File: src/rar_pkg.sv
// Shared constants, codes and unit interface types for the rational arithmetic block.
package rar_pkg;

  localparam int OPERAND_WIDTH = 32;
  localparam int FIELD_W       = 32;
  localparam int DEN_W         = 31;
  localparam int DW            = 2 * OPERAND_WIDTH;
  localparam int DIV_CNT_W     = $clog2(DW);
  localparam int SHIFT_W       = $clog2(DW);
  localparam int IN_TDATA_W    = 4 * FIELD_W;
  localparam int OUT_BITS      = FIELD_W + DEN_W;
  localparam int OUT_TDATA_W   = ((OUT_BITS + 7) / 8) * 8;

  localparam logic [DW-1:0] MAG_LIMIT = DW'(1) << (OPERAND_WIDTH - 1);

  typedef enum logic [1:0] {
    CMD_ADD = 2'd0,
    CMD_SUB = 2'd1,
    CMD_MUL = 2'd2,
    CMD_DIV = 2'd3
  } cmd_e;

  typedef enum logic [1:0] {
    STAT_OK   = 2'd0,
    STAT_ZDEN = 2'd1,
    STAT_OVF  = 2'd2
  } status_e;

  typedef enum logic [3:0] {
    S_IDLE,
    S_MUL,
    S_ADD,
    S_GCD_GO,
    S_GCD_WAIT,
    S_DIVN_GO,
    S_DIVN_WAIT,
    S_DIVD_GO,
    S_DIVD_WAIT,
    S_CHECK,
    S_FINISH
  } state_e;

  // product slots written by the multiplier, one per cycle
  typedef enum logic [1:0] {
    MSLOT_N1 = 2'd0,
    MSLOT_N2 = 2'd1,
    MSLOT_D  = 2'd2
  } mslot_e;

  typedef struct packed {
    logic          start;
    logic [DW-1:0] opa;
    logic [DW-1:0] opb;
  } unit_req_t;

  typedef struct packed {
    logic          done;
    logic [DW-1:0] res;
  } unit_rsp_t;

  function automatic logic [OPERAND_WIDTH-1:0] mag_of(input logic [OPERAND_WIDTH-1:0] v);
    // most negative value maps onto itself, which is its magnitude
    return v[OPERAND_WIDTH-1] ? (~v + 1'b1) : v;
  endfunction

endpackage

File: src/rar_div.sv
// Restoring divider: one quotient bit per cycle, double-width unsigned operands.
module rar_div
  import rar_pkg::*;
(
  input  logic      clk_i,
  input  logic      rst_ni,
  input  unit_req_t req_i,
  output unit_rsp_t rsp_o
);

  logic                 busy_q, busy_d;
  logic                 done_q, done_d;
  logic [DW-1:0]        rem_q, rem_d;
  logic [DW-1:0]        quo_q, quo_d;
  logic [DW-1:0]        dvs_q, dvs_d;
  logic [DIV_CNT_W-1:0] cnt_q, cnt_d;
  logic [DW:0]          rem_sh;
  logic                 fits;

  // remainder stays below the divisor, so the shifted value needs one extra bit only
  assign rem_sh = {rem_q, quo_q[DW-1]};
  assign fits   = rem_sh >= {1'b0, dvs_q};

  always_comb begin
    busy_d = busy_q;
    done_d = 1'b0;
    rem_d  = rem_q;
    quo_d  = quo_q;
    dvs_d  = dvs_q;
    cnt_d  = cnt_q;
    if (req_i.start) begin
      busy_d = 1'b1;
      rem_d  = '0;
      quo_d  = req_i.opa;
      dvs_d  = req_i.opb;
      cnt_d  = '0;
    end else if (busy_q) begin
      rem_d = fits ? DW'(rem_sh - {1'b0, dvs_q}) : rem_sh[DW-1:0];
      quo_d = {quo_q[DW-2:0], fits};
      cnt_d = cnt_q + 1'b1;
      if (cnt_q == DIV_CNT_W'(DW - 1)) begin
        busy_d = 1'b0;
        done_d = 1'b1;
      end
    end
  end

  always_ff @(posedge clk_i or negedge rst_ni) begin
    if (!rst_ni) begin
      busy_q <= 1'b0;
      done_q <= 1'b0;
    end else begin
      busy_q <= busy_d;
      done_q <= done_d;
    end
  end

  always_ff @(posedge clk_i) begin
    rem_q <= rem_d;
    quo_q <= quo_d;
    dvs_q <= dvs_d;
    cnt_q <= cnt_d;
  end

  assign rsp_o.done = done_q;
  assign rsp_o.res  = quo_q;

endmodule

File: config.mk
export PLATFORM = sky130hd
export DESIGN_NAME = rar_div
export DESIGN_NICKNAME = d
export VERILOG_FILES = /design/src/rar_pkg.sv /design/src/rar_div.sv
export SDC_FILE = /design/constraint.sdc
export NUM_CORES = 1
export LEC_CHECK = 0
export ABC_AREA = 1
export ABC_CLOCK_PERIOD_IN_PS = 5800
export BUFFER_PORTS_ARGS = -buffer_cell sky130_fd_sc_hd__buf_2
export CAP_MARGIN = 20
export CORE_ASPECT_RATIO = 1.25
export CORE_MARGIN = 2
export CORE_UTILIZATION = 40
export CTS_CLUSTER_DIAMETER = 30
export CTS_CLUSTER_SIZE = 30
export DETAILED_ROUTE_END_ITERATION = 16
export PLACE_DENSITY = 0.64
export SYNTH_ARGS = -nofsm -noshare
export SYNTH_HDL_FRONTEND = slang
export SYNTH_SLANG_ARGS = --single-unit
File: constraint.sdc
create_clock -name clk_i -period 5.8 [get_ports clk_i]
set_clock_uncertainty 0.05 [all_clocks]
set_input_delay 0.58 -clock clk_i [delete_from_list [all_inputs] [get_ports clk_i]]
set_output_delay 0.58 -clock clk_i [all_outputs]
set_load 0.005 [all_outputs]
# Word level (Yosys, flattened, before mapping)
# Index checks and enable logic that the tools add are counted.
# word_totals
register_bits	200
elab_cells	20
# op_classes
eq_ne	1
n_mux	9
n_reduce_logical	1
n_lt_le_gt_ge	1
add_sub_neg	2
# ops
op	count
64-bit 2-to-1 mux	3
65-bit by 64-bit >= comparator with 1-bit output	1
64-bit subtractor	1
6-bit by 1-bit adder with 6-bit output (second input constant)	1
6-bit equality test (second input constant)	1
1-bit 2-to-1 mux	6
2-bit nonzero test	1

# Longest topological paths before layout
# Gate-level depths: netlist of the first run.
# depth
depth_word	4
depth_mapped	19
mapped_depth_nobuf	18

# Worst setup path after synthesis of the first run
# Ideal clock, no wire load.
# synth_timing
path_type	input port to flip-flop
startpoint	input req_i[128] (netlist name)
endpoint	register quo_q[0], enable pin
setup_ns	0.454
required_ns	5.296
path_buffers	1
path_slack_ns	2.553
arrival_ns	2.744
path_stages	3
path_cell_list	nor2_1 > clkinv_1 > clkbuf_1
# synth_between
elab_chain_cells	1
# synth_lines
element	line_no	text
from (decl)	rar_div.sv:7	input unit_req_t req_i,
2-bit nonzero test (no line)	--	
to (signal assigned)	rar_div.sv:60	quo_q <= quo_d;
to (decl)	rar_div.sv:14	logic [DW-1:0] quo_q, quo_d;
# No other way between the ends.
# A chain may end at the register's enable or synchronous reset.

# Worst setup path in the final report of the first run
# layout_timing
startpoint	register dvs_q[28]
endpoint	register rem_q[33]
# layout_between
elab_chain_cells	2
word_cells_on_any_way	3
# layout_lines
element	line_no	text
from (decl)	rar_div.sv:15	logic [DW-1:0] dvs_q, dvs_d;
from (signal assigned)	rar_div.sv:61	dvs_q <= dvs_d;
64-bit subtractor / 65-bit by 64-bit >= comparator with 1-bit output (equally long branches)	rar_div.sv:38, rar_div.sv:22	
64-bit 2-to-1 mux (*)	rar_div.sv:38	rem_d = fits ? DW'(rem_sh - {1'b0, dvs_q}) : rem_sh[DW-1:0];
to (signal assigned)	rar_div.sv:59	rem_q <= rem_d;
to (decl)	rar_div.sv:13	logic [DW-1:0] rem_q, rem_d;
# Mark *: on every way between the ends. The rest lies on a longest branch, timed or not.

==> metrics.csv, run 1 <==
stage;metric;value;unit
run_status;status;finished, final reports clean;
finish;commonest cells after routing, fill and taps aside;nand2_1 (915), inv_1 (437), buf_2 (194);
run;# Max-Cap Violations;0;
min_path;Hold Crit Start;req_i[17];
clocking;post_cts resized;0;
place;Place WS;2.29;ns
drt;Routed wire per std cell;16.0;um
floorplanning;row cnt;77;
drt;first-pass iteration count of the detailed router;5;
timing;Tcrit/Tclk final;0.604;
critical_path;worst-path fanout max;66;
synthesis;register area share after synthesis;0.372;
synthesis;Synth Area per Inst;6.55;um2
clocking;TritonCTS clock tree;done;
pwr;logic gate share of total power;0.135;
critical_path;Critical R2R Launch;dvs_q[28];
place;I/O Buffers;195;
clocking;Worst-path clk slew;0.09;ns
critical_path;Buf+Inv Stages, Crit Path;4;
critical_path;Critical Path RT;6.17;ns
pwr;power density cells;206;mW/mm2
global_route;GR Util All Layers;0.247;
finish;number of fill cells;3816;
critical_path;crit path kind;flop to flop;
global_route;antenna violations before repair;0;
finish;ANT cells;0;
synthesis;Post-Syn Area;0.0142;mm2
floorplanning;Die Span Y;215;um
synthesis;synth unique cells;38;
timing;Fmax achieved;285;MHz
pwr;clock power share;0.370;
timing;minimum clock period;3.51;ns
critical_path;critical path launch point;dvs_q[28];
pwr;Tot Pwr;0.00333;W
critical_path;R2R Setup Slk;2.29;ns
clocking;Max Buffers Root-to-Sink;2;
pwr;VDD IR max;0.233;mV
critical_path;CP Capture Type;flop;
pwr;switching share of total power;0.286;
min_path;Hold EP;dvs_q[17];
finish;Multi-input gate area;0.00697;mm2
clocking;worst skew pair latency;0.48;ns
critical_path;Crit path max-delay family;simple AND/OR/NAND/NOR gates;
synthesis;Synth Register Bits;200;
drt;via count;13500;
synthesis;Mapped Nets;2371;
critical_path;Critical Path Most Common Cell;nand2_1;
place;hpwl dp;36500;um
clocking;# clock sinks;200;
critical_path;CP cell instances;inv_1, ha_1, nand2_1, nor2_1, nand2_1, inv_1, nand2_1, nand2_1, inv_1, nand2_2, nand2_2, buf_4, nand2_4, nand2_1, nand3_1, nand2_1;
timing;Worst slew margin;0.403;
floorplanning;CORE AREA;0.0353;mm2
finish;Area Growth Syn to Fin;13.6;%
synthesis;commonest register cell after synthesis;edfxtp_1;
place;Final GP Congestion;0.956;
timing;Final setup viols;0;
critical_path;Startpoint Class;flop;
global_route;global route overflow;0;
floorplanning;die area;0.0371;mm2
clocking;Clock H-tree levels;4;
synthesis;ys async rst share;0.0100;
timing;Slew Limit Fails;0;
drt;DRC viols;0;
floorplanning;I/O pin count;196;
pwr;Flop pwr share;0.495;
critical_path;Worst R2R End;rem_q[33];
critical_path;CP Data Arrival Time;3.87;ns
pwr;leakage;9.00;nW
finish;share of cells above drive strength 1;0.118;
timing;Worst Tran Pin Value;0.895;ns
synthesis;synthesized instance count;2174;
critical_path;CP peak stage delay;0.63;ns
pwr;Cell Int Power;0.00238;W
critical_path;R2R cell count;16;
min_path;Hold Crit Depth;1;
finish;nets;2546;
drt;DR iter-0 viols;904;
clocking;Root Buffer;clkbuf_16;
timing;final-report hold violation count;0;
global_route;first-pass GRT wire length;71200;um
timing;Hold WS;0.223;ns
timing;RSZ-0062 raised after global routing;false;
critical_path;critical path's slowest cell;nand2_4;
timing;final setup TNS;0;ns
drt;DR vias/cell;4.74;
pwr;switching pwr;0.000952;W
global_route;largest net degree at the start of global routing;70;
timing;Worst Slack Setup Final;2.29;ns
global_route;vias in the first global route;13200;
floorplanning;Initial Util;0.404;
drt;final wirelength;45300;um
floorplanning;die width;173;um
finish;most common cell after layout, fill and taps aside;nand2_1;
synthesis;warnings from Yosys;0;
drt;antenna-violating nets left;0;
min_path;HP Class;input port to flop;
finish;register area;0.00530;mm2
clocking;Inserted Clock Buffers;17;
synthesis;Post-synth EDFFs;128;
## kinds of logic (layout without fill, tap and decap cells)
kind of cell | Yosys count | count (layout) | synth area share
AND/OR/NAND/NOR | 1276 | 1276 | 0.371
buffers and inverters | 495 | 683 | 0.139
flip-flops | 200 | 200 | 0.372
AO/OA/AOI/OAI | 106 | 106 | 0.0407
adder cells (fa/ha/maj) | 66 | 66 | 0.0585
XOR/XNOR | 31 | 31 | 0.0191
## cells in the mapped netlist (3+ instances only)
library cell / n / share of area
nand2_1: 915 / 0.24
inv_1: 438 / 0.12
nand3_1: 141 / 0.050
edfxtp_1: 128 / 0.27
nor2_1: 116 / 0.031
dfxtp_1: 70 / 0.098
ha_1: 65 / 0.057
a21oi_1: 46 / 0.016
nand3b_1: 35 / 0.018
xnor2_1: 28 / 0.017
o21ai_0: 24 / 0.0084
clkbuf_1: 18 / 0.0047
nor3_1: 18 / 0.0063
o21ai_1: 17 / 0.0060
nand4_1: 16 / 0.0070
o21bai_1: 13 / 0.0069
buf_6: 12 / 0.0095
nor2_2: 12 / 0.0053
nand2_2: 10 / 0.0044
buf_4: 8 / 0.0042
inv_2: 8 / 0.0021
buf_2: 6 / 0.0021
nand3_2: 6 / 0.0042
buf_1: 4 / 0.0011
xor2_1: 3 / 0.0018
## repair_timing
item,in CTS,in global routing
hold buffers,1,0
buffers inserted,0,0
hold endpoints to repair,2,0
## stage by stage
stage               std cells  utilization  area (um2)
floorplan                2174            -       14200
global placement         2803        0.442       15600
detailed placement       2803        0.442       15600
CTS                      2836        0.459       16200
global route             2836        0.459       16200
finish                   2836        0.459       16200
## power by group through the flow
stage	clock network [W]	logic [W]	registers [W]
2_1_floorplan	0	0.000262	0.00167
3_3_place_gp	0	0.000448	0.00168
3_5_place_dp	0	0.000453	0.00168
4_1_cts	0.00128	0.000454	0.00165
5_1_grt	0.00131	0.000510	0.00166
6_report	0.00123	0.000451	0.00165
## flip-flops by register name (all words and copies together), names as in the netlist
| signal | count |
|---|---|
| quo_q | 64 |
| rem_q | 64 |
| dvs_q | 64 |
| busy_q | 1 |
| done_q | 1 |
| cnt_q | 6 |
## how the worst max path moves through the flow
stage,to,slack [ns],depth (start not counted)
floorplan,quo_q[0],2.55,3
global placement,rem_q[26],2.38,18
detailed placement,rem_q[23],2.29,18
CTS,rem_q[10],2.26,18
global route,rem_q[18],1.90,16
finish,rem_q[33],2.29,16
## per-layer routing
metal  share of wire  track usage  wire length, um
met5               0            0                0
met1            0.44        0.301            19700
met2            0.48        0.432            21900
met4           0.032        0.103             1460
met3           0.049       0.0421             2240
## cell type report
| type | count | area share |
|---|---|---|
| clock inverter | 13 | 0.00897 |
| clock buffer | 19 | 0.0280 |
| multi-input combinational | 1479 | 0.431 |
| inverter | 447 | 0.104 |
| tap | 474 | 0.0367 |
| timing repair buffer | 204 | 0.0648 |
| sequential | 200 | 0.327 |
Note: power is estimated with default switching activity, not from simulation.
==> run 2, diff against run 1 <==
--- a/config.mk
+++ b/config.mk
@@ -5,8 +5,8 @@
 export SDC_FILE = /design/constraint.sdc
 export NUM_CORES = 1
 export LEC_CHECK = 0
-export ABC_AREA = 1
-export ABC_CLOCK_PERIOD_IN_PS = 5800
+export ABC_AREA = 0
+export ABC_CLOCK_PERIOD_IN_PS = 3500
 export BUFFER_PORTS_ARGS = -buffer_cell sky130_fd_sc_hd__buf_2
 export CAP_MARGIN = 20
 export CORE_ASPECT_RATIO = 1.25
@@ -15,7 +15,7 @@
 export CTS_CLUSTER_DIAMETER = 30
 export CTS_CLUSTER_SIZE = 30
 export DETAILED_ROUTE_END_ITERATION = 16
-export PLACE_DENSITY = 0.64
+export PLACE_DENSITY = 0.65
 export SYNTH_ARGS = -nofsm -noshare
 export SYNTH_HDL_FRONTEND = slang
 export SYNTH_SLANG_ARGS = --single-unit
==> constraint.sdc (replaced) <==
create_clock -name clk_i -period 3.5 [get_ports clk_i]
set_clock_uncertainty 0.05 [all_clocks]
set_input_delay 0.35 -clock clk_i [delete_from_list [all_inputs] [get_ports clk_i]]
set_output_delay 0.35 -clock clk_i [all_outputs]
set_load 0.005 [all_outputs]
==> run 2 against run 1 <==
Via count decreased by 26%. Hold slack got worse by 0.20 ns. First-iteration DRC count fell by 44%. Synthesized area down 16%. Synthesized cell count decreased by 43%. Clock power up 59%. Count of clock-buffer cells in the layout unchanged. Sequential share of layout area rose by 4.6 points. Die area fell by 16%. Flip-flop and latch count unchanged.
==> metrics.csv, run 2 <==
stage;metric;value;unit
drt;Routed wire per std cell;17.5;um
finish;most common cell after layout, fill and taps aside;buf_2;
clocking;Inserted Clock Buffers;17;
timing;Slew Limit Fails;0;
clocking;worst skew pair latency;0.45;ns
synthesis;Yosys top cell area share;0.322;
floorplanning;I/O pin count;196;
synthesis;Adder-Cell Fraction of Synth Area;0.0697;
global_route;largest net degree at the start of global routing;66;
global_route;global route overflow;0;
place;hpwl dp;23700;um
drt;routed wl met2;15600;um
critical_path;Critical Path RT;3.82;ns
synthesis;Synth Area per Inst;9.58;um2
run;# Max-Cap Violations;0;
synthesis;commonest register cell after synthesis;edfxtp_1;
finish;Area Growth Syn to Fin;18.7;%
clocking;Max Buffers Root-to-Sink;2;
global_route;vias in the first global route;9920;
floorplanning;Initial Util;0.407;
drt;via count;10000;
floorplanning;CORE AREA;0.0293;mm2
global_route;first-pass GRT wire length;50300;um
drt;first-pass iteration count of the detailed router;5;
timing;RSZ-0062 raised after global routing;true;
critical_path;critical path's slowest cell;or4b_1;
finish;number of fill cells;2799;
finish;share of cells above drive strength 1;0.254;
timing;final-report hold violation count;0;
drt;uppermost layer routed;met5;
synthesis;area fraction in compound gates after synthesis;0.175;
critical_path;Crit path max-delay family;simple AND/OR/NAND/NOR gates;
synthesis;Post-Syn Area;0.0120;mm2
timing;final setup TNS;0;ns
timing;Worst Tran Pin Value;0.696;ns
timing;Final setup viols;0;
drt;DR vias/cell;5.44;
global_route;antenna violations before repair;5;
timing;minimum clock period;3.32;ns
synthesis;register area share after synthesis;0.443;
floorplanning;Die Span Y;197;um
min_path;HP Class;input port to flop;
synthesis;Mapped Nets;1444;
critical_path;CP Capture Type;flop;
drt;metal3 WL;2240;um
timing;Tcrit/Tclk final;0.948;
synthesis;post-synthesis xor/xnor area fraction;0.0381;
drt;met1 WL;13300;um
place;dpl cells;1799;
floorplanning;die area;0.0313;mm2
clocking;# clock sinks;200;
drt;final wirelength;32100;um
synthesis;synth unique cells;64;
finish;final cell count without fillers;1838;
clocking;Clock H-tree levels;4;
critical_path;crit path kind;flop to flop;
pwr;leakage;6.01;nW
synthesis;multiplexer share of the synthesized area;0.0733;
synthesis;ys async rst share;0.0100;
floorplanning;die width;159;um
finish;top flop regs;dvs_q x64, quo_q x64, rem_q x64;
finish;nets;1625;
clocking;Worst-path clk slew;0.08;ns
timing;Hold WS;0.0224;ns
drt;DR iter-0 viols;508;
floorplanning;row cnt;70;
synthesis;Synth Register Bits;200;
clocking;TritonCTS clock tree;done;
critical_path;CP Data Arrival Time;3.63;ns
place;I/O Buffers;195;
pwr;VDD IR max;0.340;mV
critical_path;CP cell instances;inv_1, ha_1, nand4_1, nor3_1, a31o_1, a31o_1, nand4_2, a211oi_4, o2111a_2, nor3_4, buf_12, or4b_1, a31oi_1;
synthesis;most common cell in the netlist;nand2_1;
synthesis;top cells by count, synth;nand2_1 (159), edfxtp_1 (128), nor2_1 (107);
pwr;power density cells;725;mW/mm2
synthesis;Synth area leader;edfxtp_1;
critical_path;Critical Path Most Common Cell;a31o_1;
finish;Final Util;0.483;
drt;DRC viols;0;
synthesis;Synth Area in Simple Gates;0.147;
global_route;GR Util All Layers;0.205;
place;Place WS;0.00970;ns
synthesis;top cells by area, synth;edfxtp_1 (32%), dfxtp_1 (12%), ha_1 (6.8%);
timing;Worst Slack Setup Final;0.183;ns
critical_path;Startpoint Class;flop;
critical_path;worst-path fanout max;15;
finish;commonest cells after routing, fill and taps aside;buf_2 (194), nand2_1 (159), edfxtp_1 (128);
timing;Worst slew margin;0.536;
place;Final GP Congestion;0.903;
drt;antenna-violating nets left;0;
synthesis;largest family of logic cells by synthesized area;compound AO/OA/AOI/OAI gates;
run_status;status;finished, final reports clean;
synthesis;warnings from Yosys;0;
clocking;Root Buffer;clkbuf_16;
timing;Fmax achieved;301;MHz
critical_path;CP peak stage delay;0.52;ns
synthesis;Post-synth EDFFs;128;
synthesis;synthesized instance count;1247;
critical_path;Buf+Inv Stages, Crit Path;2;
==> run 2: cell types whose count changed after synthesis, sizes merged, moves of 16 or more <==
cell | previous run | this run
nand3 | 147 | 20
nand3b | 35 | 1
nand2 | 926 | 159
a21o | 0 | 26
nor2 | 129 | 107
clkbuf | 18 | 47
a311oi | 0 | 54
mux2 | 0 | 65
xor2 | 3 | 19
a21oi | 47 | 83
inv | 446 | 83
==> run 2: worst register-to-register path, cell delays in order (launching register included) <==
cell and delay [ns]:
edfxtp_1 0.33, inv_1 0.04, ha_1 0.42, nand4_1 0.20, nor3_1 0.23, a31o_1 0.13
a31o_1 0.17, nand4_2 0.19, a211oi_4 0.28, o2111a_2 0.27, nor3_4 0.10, buf_12 0.16
or4b_1 0.52, a31oi_1 0.16
==> run 2: per-layer routing <==
layer,GRT usage,up-vias
li1,-,4909
met1,0.242,4696
met2,0.348,318
met3,0.0627,69
met4,0.0737,8
met5,0,-
==> run 2: cell families after synthesis <==
| kind of cell | Yosys count |
|---|---|
| buffers and inverters | 155 |
| DFF | 200 |
| and+or+nand+nor | 387 |
| muxes | 79 |
| AOI/OAI and AO/OA | 308 |
| adders and majority gates | 66 |
| xor gates and xnor gates | 52 |
==> run 2: area by class of cell <==
cell class                 count  area, um2  area share
clock inverter                13        123     0.00865
multi-input combinational    892       6150       0.434
timing repair buffer         234       1370      0.0962
sequential                   200       5300       0.374
antenna                        1       2.50    0.000176
clock buffer                  19        433      0.0305
inverter                      83        312      0.0220
tap                          396        495      0.0349
==> run 2: timing repair <==
| action | CTS | global route |
|---|---|---|
| gates cloned | 0 | 1 |
| gates resized for setup | 0 | 31 |
| pin swaps | 1 | 10 |
| hold buffers | 1 | 0 |
| endpoints found under the hold margin | 2 | 0 |
| setup buffers | 0 | 4 |
| setup endpoints to repair | 1 | 65 |
==> run 2: report_power, final <==
| part | leakage (nW) | internal, W | total, W | switching, W |
|---|---|---|---|---|
| clock network | 0.262 | 0.000992 | 0.00195 | 0.000957 |
| logic | 3.85 | 0.00211 | 0.00498 | 0.00287 |
| registers | 1.90 | 0.00300 | 0.00335 | 0.000353 |
==> run 2: path summary, 6_finish.rpt <==
kind,start,end,slack (ns),cells after the start
setup reg to reg,dvs_q[15],rem_q[53],0.18,13
hold reg to reg,rem_q[15],rem_q[16],0.44,2
hold / removal,req_i[63],dvs_q[63],0.02,1
setup / recovery,dvs_q[15],rem_q[53],0.18,13
min in group asynchronous,rst_ni,busy_q,0.16,2
max in group asynchronous,rst_ni,busy_q,3.13,2
==> run 2: stage by stage <==
stage                     instance area (um2)  power (W)
after floorplan                         12000    0.00678
after global placement                  13400    0.00807
after detailed placement                13400    0.00811
after CTS                               14000     0.0101
after global routing                    14200     0.0110
final                                   14200     0.0103
==> run 3, diff against run 2 <==
==> constraint.sdc (replaced) <==
create_clock -name clk_i -period 3.5 [get_ports clk_i]
set_clock_uncertainty 0.05 [all_clocks]
set_input_delay 0.175 -clock clk_i [delete_from_list [all_inputs] [get_ports clk_i]]
set_output_delay 0.175 -clock clk_i [all_outputs]
set_load 0.005 [all_outputs]
==> run 3 against run 2 <==
Cell area is 8.9% higher. Non-clock buffer count up 124. Largest power group unchanged. Critical path type unchanged. Total power is 2.0% higher. Setup slack better by 0.0058 ns. Final cell count grew 6.7%. Core utilization is 4.3 points higher. Flip-flop and latch count stayed put.
==> metrics.csv, run 3 (synthesis results as in run 2) <==
stage;metric;value;unit
floorplanning;row cnt;70;
pwr;leakage;6.53;nW
drt;antenna-violating nets left;0;
global_route;antenna violations before repair;1;
critical_path;R2R Setup Slk;0.19;ns
critical_path;crit path kind;flop to flop;
timing;Final setup viols;0;
clocking;Worst-path clk slew;0.08;ns
critical_path;worst-path fanout max;20;
place;I/O Buffers;195;
pwr;Flop pwr share;0.320;
timing;Worst slew margin;0.507;
global_route;GR Util All Layers;0.217;
drt;via count;10500;
timing;Worst Tran Pin Value;0.739;ns
floorplanning;CORE AREA;0.0293;mm2
pwr;clock power share;0.195;
finish;share of cells above drive strength 1;0.233;
pwr;power density cells;679;mW/mm2
critical_path;Critical Path RT;3.66;ns
critical_path;CP Capture Type;flop;
critical_path;CP peak stage delay;0.43;ns
global_route;global route overflow;0;
critical_path;Buf+Inv Stages, Crit Path;2;
timing;Tcrit/Tclk final;0.946;
clocking;# clock sinks;200;
timing;minimum clock period;3.31;ns
global_route;vias in the first global route;10600;
finish;top flop regs;dvs_q x64, quo_q x64, rem_q x64;
run_status;status;finished, final reports clean;
timing;RSZ-0062 raised after global routing;true;
timing;final-report hold violation count;0;
pwr;VDD IR max;0.365;mV
place;hpwl dp;23700;um
critical_path;critical path's slowest cell;or3_4;
critical_path;CP Data Arrival Time;3.47;ns
critical_path;Startpoint Class;flop;
drt;final wirelength;33700;um
finish;Area Growth Syn to Fin;29.2;%
finish;most common cell after layout, fill and taps aside;buf_2;
place;Final GP Congestion;0.897;
clocking;Inserted Clock Buffers;17;
drt;Routed wire per std cell;17.2;um
finish;Post-Layout Inst Area;0.0154;mm2
floorplanning;die area;0.0313;mm2
pwr;Tot Pwr;0.0105;W
drt;DRC viols;0;
min_path;HP Class;input port to flop;
global_route;largest net degree at the start of global routing;108;
timing;Fmax achieved;302;MHz
drt;first-pass iteration count of the detailed router;5;
place;placed cell area;0.0134;mm2
clocking;worst skew pair latency;0.46;ns
finish;number of fill cells;2709;
critical_path;CP cell instances;inv_1, ha_2, a21oi_2, o21ai_0, a221oi_2, nand2_1, a21oi_4, a211oi_4, o2111a_2, or3_4, buf_12, mux2_4;
pwr;switching share of total power;0.407;
floorplanning;die width;159;um
run;# Max-Cap Violations;0;
pwr;switching pwr;0.00427;W
clocking;Max Buffers Root-to-Sink;2;
floorplanning;Initial Util;0.407;
timing;Slew Limit Fails;0;
drt;DR iter-0 viols;548;
floorplanning;I/O pin count;196;
finish;commonest cells after routing, fill and taps aside;buf_2 (194), nand2_1 (159), edfxtp_1 (128);
finish;nets;1749;
clocking;Root Buffer;clkbuf_16;
clocking;Clock H-tree levels;4;
pwr;logic gate share of total power;0.485;
floorplanning;Die Span Y;197;um
drt;DR vias/cell;5.34;
global_route;first-pass GRT wire length;53500;um
critical_path;Crit path max-delay family;compound AO/OA/AOI/OAI gates;
clocking;TritonCTS clock tree;done;
pwr;Cell Int Power;0.00621;W
[run 3: changes by cell type in the layout (fill, tap and decap cells not counted), sizes merged]
cell / delta
dlygate4sd3: +124
clkinvlp: -3
inv: +3
clkbuf: -1
clkinv: +1
[run 3: worst register-to-register path, cell delays in order (launching register included)]
cell and delay, ns:
edfxtp_1 0.38, inv_1 0.07, ha_2 0.30, a21oi_2 0.20
o21ai_0 0.15, a221oi_2 0.32, nand2_1 0.14, a21oi_4 0.18
a211oi_4 0.09, o2111a_2 0.30, or3_4 0.43, buf_12 0.18
mux2_4 0.28
[run 3: timing repair]
item / in CTS / in global routing
endpoints found under the setup margin: 1 / 64
buffers inserted: 0 / 3
endpoints found under the hold margin: 126 / 1
hold buffers: 124 / 1
gates cloned: 0 / 1
pin swaps: 0 / 5
gates resized for setup: 1 / 30
[run 3: layout make-up]
class,instances,area (um2),share of cell area
Antenna cell,1,2.50,0.000162
Clock buffer,18,429,0.0278
Clock inverter,14,161,0.0105
Inverter,83,312,0.0202
Multi-Input combinational cell,892,6150,0.398
Sequential cell,200,5300,0.343
Tap cell,396,495,0.0321
Timing Repair Buffer,358,2590,0.168
[run 3: worst paths after layout]
path                            cells after the start        end  startpoint
worst max-delay path                               12   quo_q[0]   dvs_q[28]
worst min-delay path                                2  quo_q[21]   req_i[85]
worst max register to register                     12   quo_q[0]   dvs_q[28]
worst min register to register                      2  rem_q[26]   rem_q[25]
max in group asynchronous                           3     busy_q      rst_ni
min in group asynchronous                           3     done_q      rst_ni
[run 3: stage by stage]
step                      hold WS [ns]  worst slack, ns  instances  utilization  setup TNS (ns)
after detailed placement       -0.0847           0.0205       1800        0.457               0
after floorplan                 -0.171            0.304       1247            -               0
after global placement         -0.0885           0.0670       1800        0.457               0
after global routing            0.0192          -0.0120       1962        0.526         -0.0239
after CTS                      0.00912           0.0408       1956        0.520               0
final                           0.0337            0.189       1962        0.526               0
[run 3: metal layers]
layer	up-vias	part of all wire	global-route usage
met5	-	0	0
met2	323	0.49	0.378
met4	0	0.031	0.0841
met1	4945	0.42	0.257
li1	5154	-	-
met3	55	0.058	0.0498
[run 3: power groups by stage]
stage	combinational [W]	sequential [W]	clock, W
final	0.00508	0.00336	0.00204
after global routing	0.00563	0.00341	0.00218
after CTS	0.00485	0.00335	0.00210
after detailed placement	0.00471	0.00339	0
after global placement	0.00468	0.00338	0
after floorplan	0.00348	0.00330	0
